$ cat config.mk
export PLATFORM = sky130hd
export DESIGN_NAME = tachometer_speed_step_controller
export DESIGN_NICKNAME = d
export VERILOG_FILES = /design/src/hw/rtl/tssc_pkg.sv /design/src/hw/rtl/tachometer_speed_step_controller.sv /design/src/hw/rtl/tssc_div.sv /design/src/hw/rtl/tssc_seq.sv
export SDC_FILE = /design/constraint.sdc
export NUM_CORES = 1
export LEC_CHECK = 0
export ABC_AREA = 1
export BUFFER_PORTS_ARGS = -buffer_cell sky130_fd_sc_hd__buf_2
export CAP_MARGIN = 20
export CORE_MARGIN = 4
export CORE_UTILIZATION = 61
export DETAILED_ROUTE_END_ITERATION = 6
export PLACE_DENSITY = 0.86
export SLEW_MARGIN = 10
export SYNTH_ARGS = -nofsm -noshare
export SYNTH_HDL_FRONTEND = slang
export SYNTH_SLANG_ARGS = --single-unit
$ cat constraint.sdc
create_clock -name clock -period 5.02 [get_ports clock]
set_clock_uncertainty 0.2 [all_clocks]
set_input_delay 0.502 -clock clock [delete_from_list [all_inputs] [get_ports clock]]
set_output_delay 0.502 -clock clock [all_outputs]
set_load 0.02 [all_outputs]
$ cat src/hw/rtl/tssc_pkg.sv
// shared types and constants of the tachometer speed step controller
// no dependencies
package tssc_pkg;

   localparam int SAMPLES_DEFAULT = 4;

   localparam int PERIOD_W = 16;
   localparam int DUTY_W   = 14;
   localparam int RPM_W    = 16;
   localparam int TARGET_W = 10;
   localparam int DIV_W    = 21;

   localparam int CSR_IDX_W  = 2;
   localparam int CSR_DATA_W = 10;

   localparam logic [DIV_W-1:0]    RPM_NUMERATOR = 21'd2000000;
   localparam logic [RPM_W-1:0]    RPM_MAX       = 16'hFFFF;
   localparam int                  DEAD_BAND     = 3;
   localparam logic [DUTY_W-1:0]   DUTY_STEP     = 14'd100;
   localparam logic [DUTY_W-1:0]   DUTY_LOW      = 14'd100;
   localparam logic [DUTY_W-1:0]   DUTY_HIGH     = 14'd14898;
   localparam logic [DUTY_W-1:0]   DUTY_RESET    = 14'd3750;
   localparam logic [TARGET_W-1:0] TARGET_RESET  = 10'd70;

   typedef enum logic [CSR_IDX_W-1:0] {
      CSR_TARGET_LEFT  = 2'd0,
      CSR_TARGET_RIGHT = 2'd1,
      CSR_DRIVE_EN     = 2'd2
   } csr_index_type;

   typedef struct packed {
      logic [PERIOD_W-1:0] left_period;
      logic [PERIOD_W-1:0] right_period;
   } req_type;

   typedef struct packed {
      logic [DUTY_W-1:0] duty_left;
      logic [DUTY_W-1:0] duty_right;
      logic [RPM_W-1:0]  rpm_left;
      logic [RPM_W-1:0]  rpm_right;
      logic              updated;
      logic              motor_on;
   } rsp_type;

   typedef struct packed {
      logic             start;
      logic [DIV_W-1:0] dividend;
      logic [DIV_W-1:0] divisor;
   } div_req_type;

   typedef struct packed {
      logic             done;
      logic [DIV_W-1:0] quotient;
   } div_rsp_type;

endpackage

$ cat src/hw/rtl/tachometer_speed_step_controller.sv
// top level of the tachometer speed step controller: control registers,
// output register, sequencer and shared divider; depends on tssc_pkg
//
//   port group   direction   flow control     payload
//   req_         in          valid / stall    tssc_pkg::req_type
//   rsp_         out         valid / stall    tssc_pkg::rsp_type
//   csr_         in          write enable     index and 10-bit data
//
// an item that does not complete the sample buffers passes from idle through the
// done state; the item that completes them runs the divider up to four times
// (mean and rpm per wheel, rpm skipped on a zero mean) plus sequencing
// the output register lets the next transfer in while a result waits
// synchronous reset, no clearing pass
module tachometer_speed_step_controller #(
   parameter int SAMPLES_PER_UPDATE = tssc_pkg::SAMPLES_DEFAULT
) (
   input  logic                            clock,
   input  logic                            reset,
   input  logic                            req_valid,
   output logic                            req_stall,
   input  tssc_pkg::req_type               req_data,
   output logic                            rsp_valid,
   input  logic                            rsp_stall,
   output tssc_pkg::rsp_type               rsp_data,
   input  logic                            csr_write_en,
   input  logic [tssc_pkg::CSR_IDX_W-1:0]  csr_index,
   input  logic [tssc_pkg::CSR_DATA_W-1:0] csr_data
);
   import tssc_pkg::*;

   logic [TARGET_W-1:0] target_left_ff, target_left_in;
   logic [TARGET_W-1:0] target_right_ff, target_right_in;
   logic                drive_en_ff, drive_en_in;
   logic                rsp_valid_ff, rsp_valid_in;
   rsp_type             rsp_data_ff, rsp_data_in;

   logic        in_ready;
   logic        res_valid;
   logic        res_free;
   rsp_type     res_data;
   div_req_type div_req;
   div_rsp_type div_rsp;

   always_comb begin
      target_left_in  = target_left_ff;
      target_right_in = target_right_ff;
      drive_en_in     = drive_en_ff;
      if (csr_write_en) begin
         unique case (csr_index_type'(csr_index))
            CSR_TARGET_LEFT:  target_left_in  = csr_data[TARGET_W-1:0];
            CSR_TARGET_RIGHT: target_right_in = csr_data[TARGET_W-1:0];
            CSR_DRIVE_EN:     drive_en_in     = csr_data[0];
            default: ;
         endcase
      end
   end

   assign res_free = ~rsp_valid_ff | ~rsp_stall;

   always_comb begin
      rsp_valid_in = rsp_valid_ff;
      rsp_data_in  = rsp_data_ff;
      if (res_valid && res_free) begin
         rsp_valid_in = 1'b1;
         rsp_data_in  = res_data;
      end else if (!rsp_stall) begin
         rsp_valid_in = 1'b0;
      end
   end

   always_ff @(posedge clock) begin
      if (reset) begin
         target_left_ff  <= TARGET_RESET;
         target_right_ff <= TARGET_RESET;
         drive_en_ff     <= 1'b0;
         rsp_valid_ff    <= 1'b0;
      end else begin
         target_left_ff  <= target_left_in;
         target_right_ff <= target_right_in;
         drive_en_ff     <= drive_en_in;
         rsp_valid_ff    <= rsp_valid_in;
      end
      rsp_data_ff <= rsp_data_in;
   end

   tssc_seq #(
      .SAMPLES_PER_UPDATE (SAMPLES_PER_UPDATE)
   ) u_seq (
      .clock        (clock),
      .reset        (reset),
      .in_valid     (req_valid),
      .in_ready     (in_ready),
      .in_data      (req_data),
      .target_left  (target_left_ff),
      .target_right (target_right_ff),
      .drive_en     (drive_en_ff),
      .res_valid    (res_valid),
      .res_free     (res_free),
      .res_data     (res_data),
      .div_req      (div_req),
      .div_rsp      (div_rsp)
   );

   tssc_div u_div (
      .clock (clock),
      .reset (reset),
      .req   (div_req),
      .rsp   (div_rsp)
   );

   assign req_stall = ~in_ready;
   assign rsp_valid = rsp_valid_ff;
   assign rsp_data  = rsp_data_ff;

endmodule

$ cat src/hw/rtl/tssc_div.sv
// shared restoring divider, one quotient bit per cycle
// depends on tssc_pkg
module tssc_div (
   input  logic                 clock,
   input  logic                 reset,
   input  tssc_pkg::div_req_type req,
   output tssc_pkg::div_rsp_type rsp
);
   import tssc_pkg::*;

   localparam int CNT_W = $clog2(DIV_W + 1);

   logic [DIV_W-1:0] rem_ff, rem_in;
   logic [DIV_W-1:0] quo_ff, quo_in;
   logic [DIV_W-1:0] dsr_ff, dsr_in;
   logic [CNT_W-1:0] cnt_ff, cnt_in;
   logic             done_ff, done_in;
   logic [DIV_W:0]   trial;
   logic             fits;

   always_comb begin
      trial   = {rem_ff, quo_ff[DIV_W-1]};
      fits    = trial >= {1'b0, dsr_ff};
      rem_in  = rem_ff;
      quo_in  = quo_ff;
      dsr_in  = dsr_ff;
      cnt_in  = cnt_ff;
      done_in = 1'b0;
      if (req.start) begin
         rem_in = '0;
         quo_in = req.dividend;
         dsr_in = req.divisor;
         cnt_in = CNT_W'(DIV_W);
      end else if (cnt_ff != '0) begin
         rem_in  = fits ? DIV_W'(trial - {1'b0, dsr_ff}) : trial[DIV_W-1:0];
         quo_in  = {quo_ff[DIV_W-2:0], fits};
         cnt_in  = cnt_ff - CNT_W'(1);
         done_in = (cnt_ff == CNT_W'(1));
      end
   end

   always_ff @(posedge clock) begin
      if (reset) begin
         cnt_ff  <= '0;
         done_ff <= 1'b0;
      end else begin
         cnt_ff  <= cnt_in;
         done_ff <= done_in;
      end
      rem_ff <= rem_in;
      quo_ff <= quo_in;
      dsr_ff <= dsr_in;
   end

   assign rsp.done     = done_ff;
   assign rsp.quotient = quo_ff;

endmodule

$ cat src/hw/rtl/tssc_seq.sv
// sequencer: sample sums, mean and rpm through the shared divider, duty steps
// depends on tssc_pkg, drives tssc_div
module tssc_seq #(
   parameter int SAMPLES_PER_UPDATE = tssc_pkg::SAMPLES_DEFAULT
) (
   input  logic                           clock,
   input  logic                           reset,
   input  logic                           in_valid,
   output logic                           in_ready,
   input  tssc_pkg::req_type              in_data,
   input  logic [tssc_pkg::TARGET_W-1:0]  target_left,
   input  logic [tssc_pkg::TARGET_W-1:0]  target_right,
   input  logic                           drive_en,
   output logic                           res_valid,
   input  logic                           res_free,
   output tssc_pkg::rsp_type              res_data,
   output tssc_pkg::div_req_type          div_req,
   input  tssc_pkg::div_rsp_type          div_rsp
);
   import tssc_pkg::*;

   localparam int IDX_W = (SAMPLES_PER_UPDATE > 1) ? $clog2(SAMPLES_PER_UPDATE) : 1;
   localparam int SUM_W = PERIOD_W + IDX_W;
   localparam logic [IDX_W-1:0] IDX_LAST    = IDX_W'(SAMPLES_PER_UPDATE - 1);
   localparam logic [DIV_W-1:0] DIV_SAMPLES = DIV_W'(SAMPLES_PER_UPDATE);

   typedef enum logic [2:0] {
      ST_IDLE,
      ST_MEAN,
      ST_MEAN_WAIT,
      ST_RPM_WAIT,
      ST_STEP,
      ST_DONE
   } state_type;

   state_type         state_ff, state_in;
   logic              wheel_ff, wheel_in;
   logic [IDX_W-1:0]  idx_ff, idx_in;
   logic [SUM_W-1:0]  sum_left_ff, sum_left_in;
   logic [SUM_W-1:0]  sum_right_ff, sum_right_in;
   logic [RPM_W-1:0]  rpm_left_ff, rpm_left_in;
   logic [RPM_W-1:0]  rpm_right_ff, rpm_right_in;
   logic [DUTY_W-1:0] duty_left_ff, duty_left_in;
   logic [DUTY_W-1:0] duty_right_ff, duty_right_in;
   logic              updated_ff, updated_in;

   logic [SUM_W-1:0]    sum_sel;
   logic [RPM_W-1:0]    rpm_sel;
   logic [RPM_W-1:0]    rpm_new;
   logic [DUTY_W-1:0]   duty_sel;
   logic [DUTY_W-1:0]   duty_new;
   logic [TARGET_W-1:0] tgt_sel;
   logic                too_fast;
   logic                too_slow;

   always_comb begin
      sum_sel  = wheel_ff ? sum_right_ff : sum_left_ff;
      rpm_sel  = wheel_ff ? rpm_right_ff : rpm_left_ff;
      duty_sel = wheel_ff ? duty_right_ff : duty_left_ff;
      tgt_sel  = wheel_ff ? target_right : target_left;

      too_fast = ((RPM_W+1)'(rpm_sel) > (RPM_W+1)'(tgt_sel) + (RPM_W+1)'(DEAD_BAND));
      too_slow = ((RPM_W+1)'(rpm_sel) + (RPM_W+1)'(DEAD_BAND) < (RPM_W+1)'(tgt_sel));
      if (too_fast && duty_sel > DUTY_LOW) begin
         duty_new = duty_sel - DUTY_STEP;
      end else if (too_slow && duty_sel < DUTY_HIGH) begin
         duty_new = duty_sel + DUTY_STEP;
      end else begin
         duty_new = duty_sel;
      end

      if (div_rsp.quotient > DIV_W'(RPM_MAX)) begin
         rpm_new = RPM_MAX;
      end else begin
         rpm_new = div_rsp.quotient[RPM_W-1:0];
      end

      state_in         = state_ff;
      wheel_in         = wheel_ff;
      idx_in           = idx_ff;
      sum_left_in      = sum_left_ff;
      sum_right_in     = sum_right_ff;
      rpm_left_in      = rpm_left_ff;
      rpm_right_in     = rpm_right_ff;
      duty_left_in     = duty_left_ff;
      duty_right_in    = duty_right_ff;
      updated_in       = updated_ff;
      div_req.start    = 1'b0;
      div_req.dividend = DIV_W'(sum_sel);
      div_req.divisor  = DIV_SAMPLES;

      unique case (state_ff)
         ST_IDLE: begin
            if (in_valid) begin
               if (idx_ff == '0) begin
                  sum_left_in  = SUM_W'(in_data.left_period);
                  sum_right_in = SUM_W'(in_data.right_period);
               end else begin
                  sum_left_in  = sum_left_ff + SUM_W'(in_data.left_period);
                  sum_right_in = sum_right_ff + SUM_W'(in_data.right_period);
               end
               if (idx_ff == IDX_LAST) begin
                  idx_in   = '0;
                  wheel_in = 1'b0;
                  state_in = ST_MEAN;
               end else begin
                  idx_in     = idx_ff + IDX_W'(1);
                  updated_in = 1'b0;
                  state_in   = ST_DONE;
               end
            end
         end
         ST_MEAN: begin
            div_req.start = 1'b1;
            state_in      = ST_MEAN_WAIT;
         end
         ST_MEAN_WAIT: begin
            if (div_rsp.done) begin
               if (div_rsp.quotient == '0) begin
                  if (wheel_ff) begin
                     rpm_right_in = RPM_MAX;
                  end else begin
                     rpm_left_in = RPM_MAX;
                  end
                  state_in = ST_STEP;
               end else begin
                  div_req.start    = 1'b1;
                  div_req.dividend = RPM_NUMERATOR;
                  div_req.divisor  = div_rsp.quotient;
                  state_in         = ST_RPM_WAIT;
               end
            end
         end
         ST_RPM_WAIT: begin
            if (div_rsp.done) begin
               if (wheel_ff) begin
                  rpm_right_in = rpm_new;
               end else begin
                  rpm_left_in = rpm_new;
               end
               state_in = ST_STEP;
            end
         end
         ST_STEP: begin
            if (wheel_ff) begin
               duty_right_in = duty_new;
               updated_in    = 1'b1;
               state_in      = ST_DONE;
            end else begin
               duty_left_in = duty_new;
               wheel_in     = 1'b1;
               state_in     = ST_MEAN;
            end
         end
         ST_DONE: begin
            if (res_free) begin
               state_in = ST_IDLE;
            end
         end
         default: begin
            state_in = ST_IDLE;
         end
      endcase
   end

   always_ff @(posedge clock) begin
      if (reset) begin
         state_ff      <= ST_IDLE;
         wheel_ff      <= 1'b0;
         idx_ff        <= '0;
         rpm_left_ff   <= '0;
         rpm_right_ff  <= '0;
         duty_left_ff  <= DUTY_RESET;
         duty_right_ff <= DUTY_RESET;
         updated_ff    <= 1'b0;
      end else begin
         state_ff      <= state_in;
         wheel_ff      <= wheel_in;
         idx_ff        <= idx_in;
         rpm_left_ff   <= rpm_left_in;
         rpm_right_ff  <= rpm_right_in;
         duty_left_ff  <= duty_left_in;
         duty_right_ff <= duty_right_in;
         updated_ff    <= updated_in;
      end
      sum_left_ff  <= sum_left_in;
      sum_right_ff <= sum_right_in;
   end

   assign in_ready  = (state_ff == ST_IDLE);
   assign res_valid = (state_ff == ST_DONE);

   assign res_data.duty_left  = duty_left_ff;
   assign res_data.duty_right = duty_right_ff;
   assign res_data.rpm_left   = rpm_left_ff;
   assign res_data.rpm_right  = rpm_right_ff;
   assign res_data.updated    = updated_ff;
   assign res_data.motor_on   = drive_en;

endmodule

==> impl_metrics.yaml <==
outcome:
  outcome: "complete, no violations"
setup_path:
  crit_type: "register to register"
  worstSetupEndpointType: "register"
  crit_required_ns: 5.26
  rr_startpoint: "u_seq.wheel_ff"
  cp.arrival_ns: 4.56
  startpoint_type: "register"
  r2r_setup_slack_ns: 0.70
  critPathMaxFanout: 51
  crit_path_start: "u_seq.wheel_ff"
cts:
  cts_root_buf: "clkbuf_16"
  clock_latency_ns: 0.55
  cts.sinks: 256
  cts_buffers: 27
  postCtsSetupRepairBufs: 0
  cts_tree: "yes"
  clockBufferDepth: 3
  h-tree-depth: 1
  clkTransAtPathRegs_ns: 0.06
route:
  num_vias: 13699
  dr.pass1.iters: 6
  vias_per_cell: 5.73
  drc: 0
  drtIter0Drc: 1307
  ant_nets: 0
  wl_um: 39200
  avgRoutedWirePerCell_um: 16.4
hold_path:
  min_from: "csr_data[5]"
  hold_path.class: "primary input to register"
power:
  sw_frac_of_total_pct: 45.0
  p_per_area_nw_per_um2: 620
  p_leak_nw: 7.61
  peakVddDrop_uv: 379
  p_sw_mw: 4.65
  pwr-share-seq_pct: 31.5
  internal_power_mw: 5.68
  combinationalPowerShare_pct: 50.1
  p_clk_share_pct: 18.4
synth:
  syn_avg_cell_area_um2: 7.70
  ys_types: 47
  synthCells: 1943
  synth-edff-count: 140
  synth_fp_nets: 2078
  synth-seq-area-share_pct: 43.6
  ys.flop_type: "edfxtp_1"
  yosysWarnings: 0
  ys_seq_elements: 256
  async_flop_share_pct: 0
  synth_area_um2: 15000
sta:
  slew_headroom_pct: 40.7
  period_needed_ns: 4.32
  finalCritPeriodShare_pct: 86.1
  tns_ns: 0
  fin_hold_ws_ns: 0.0159
  setup_viol: 0
  hold_viol: 0
  maxSlewViolCount: 0
  max_freq_mhz: 231
  grt_setup_unrepaired: "no"
  worstMarginPinSlew_ns: 0.889
final_layout:
  drive_gt1_share_pct: 10.4
  area_growth_pct: 11.5
  antenna_cells: 0
  fillers: 2043
  ff_latch_area_um2: 6530
  nets: 2182
  multi_input_comb_area_um2: 7270
die:
  pin_count: 113
  start_util_pct: 61.7
  die_x_um: 165
  dieArea_um2: 27100
  die_y_um: 165
  rows: 57
  core_area_um2: 24200
global_routing:
  grt_max_degree: 65
  grt_usage_pct: 28.4
  overflow: 0
  grt_first_pass_wirelength_um: 62900
  grt_pass1_vias: 12679
  antenna_found_initial: 1
placed_design:
  hpwl_um: 28100
  numPortBuffers: 112
  finalWeightedCongestion: 0.963
run:
  cap_violations: 0
==> critical path: stages, from the launching register on <==
cell and delay [ns]:
dfxtp_2 0.66, buf_4 0.58, nand2_1 0.14, nand2_1 0.13
ha_1 0.19, nor2_2 0.07, inv_2 0.06, nor2_2 0.04
a21oi_1 0.11, nor2_1 0.06, ha_1 0.31, nand2_1 0.10
inv_1 0.05, a21oi_1 0.18, nand3_1 0.09, nor2_1 0.09
nor2_1 0.05, nor2_1 0.08, nand3_1 0.43, nand3_1 0.22
nand3_1 0.13, nor2_1 0.14, nor2_1 0.06
==> power by group through the flow <==
stage	sequential (mW)	clock [mW]	combinational (mW)
finish	3.26	1.90	5.18
global route	3.31	2.02	5.84
CTS	3.25	1.92	5.09
detailed placement	3.29	0	5.03
global placement	3.27	0	4.87
floorplan	3.20	0	3.92
==> path summary, 6_finish.rpt <==
kind | endpoint | cells after the start
hold / removal | target_left_ff[5] | 3
setup / recovery | u_seq.duty_left_ff[3] | 22
hold reg to reg | rsp_data[35] | 0
setup reg to reg | u_seq.duty_left_ff[3] | 22
==> cell usage in the layout, fill, tap and decap left out, types with 5 or more instances in the layout <==
cell	count
nor4_1	9
nor3_1	24
inv_2	9
clkbuf_16	27
a211oi_1	5
o21ai_1	10
buf_4	14
ha_1	83
a31oi_1	9
o21a_1	5
nor2_2	5
nand4_1	17
or2_2	17
clkinv_2	5
inv_1	227
nand2_1	513
o211ai_1	19
dlygate4sd3_1	6
o21ai_0	155
clkinv_1	15
nand2_2	8
a21o_1	6
buf_2	112
dfxtp_1	115
nand3_1	107
xor2_1	30
nor2_1	166
edfxtp_1	140
xnor2_1	18
a21oi_1	141
==> cells by family (layout without fill, tap and decap cells) <==
| kind of cell | count (synthesis) | after routing | synth area share (%) |
|---|---|---|---|
| xor+xnor | 48 | 48 | 2.81 |
| simple gates | 881 | 881 | 24.6 |
| buf+inv | 297 | 422 | 7.96 |
| compound gates | 371 | 371 | 13.4 |
| fa+ha+maj | 86 | 86 | 7.34 |
| flops | 256 | 256 | 43.6 |
| mux | 4 | 4 | 0.268 |
==> sequential cells by signal, summed over array words and instances, names as in the netlist, 16 cells and up <==
name and cells:
u_seq.rpm_left_ff 16, u_seq.sum_right_ff 18, u_div.quo_ff 21, u_div.rem_ff 21
u_div.dsr_ff 21, u_seq.sum_left_ff 18, u_seq.rpm_right_ff 16, rsp_data 62
==> cell usage after synthesis (all sizes together), types with 5 or more instances <==
master	instances	share of area, %
nor4	9	0.38
o211ai	19	0.95
a211oi	5	0.25
nor3	25	0.84
a31oi	9	0.38
or2	20	0.85
dfxtp	116	16
nand3	109	3.7
nor2	175	4.6
o21a	5	0.25
xor2	30	1.8
ha	83	6.9
buf	25	1.1
nand4	17	0.71
a21o	6	0.30
xnor2	18	1.1
o21ai	166	5.6
clkbuf	33	0.83
edfxtp	140	28
a21oi	142	4.8
nand2	521	13
inv	236	5.9
==> layout make-up <==
class / instances / area share [%]
clock buffer: 28 / 4.07
clock inverter: 22 / 0.923
inverter: 239 / 5.38
multi-input combinational: 1390 / 43.6
sequential: 256 / 39.1
tap: 324 / 2.43
timing repair buffer: 133 / 4.47
==> layer usage <==
metal / vias to the layer above / global-route usage [%] / part of all wire (%)
li1: 6642 / - / -
met1: 6368 / 39.7 / 43
met2: 603 / 45.7 / 46
met3: 84 / 3.79 / 7.9
met4: 2 / 9.60 / 2.6
met5: - / 0 / 0.038
==> metrics by stage <==
step	utilization [%]	setup WS, ns	total power, mW	area, µm²	std cells
after CTS	68.7	0.780	10.3	16700	2391
after global placement	65.0	0.975	8.14	15800	2335
final	68.8	0.698	10.3	16700	2392
after detailed placement	65.0	0.855	8.32	15800	2335
after floorplan	-	0.631	7.12	15000	1943
after global routing	68.8	0.293	11.2	16700	2392
==> what timing repair did <==
action | 4_1_cts | 5_1_grt
endpoints found under the hold margin | 12 | 0
hold buffers | 6 | 0
endpoints found under the setup margin | 0 | 0
gates resized for setup | 0 | 0
No activity file was read; power rests on OpenSTA's default activity.
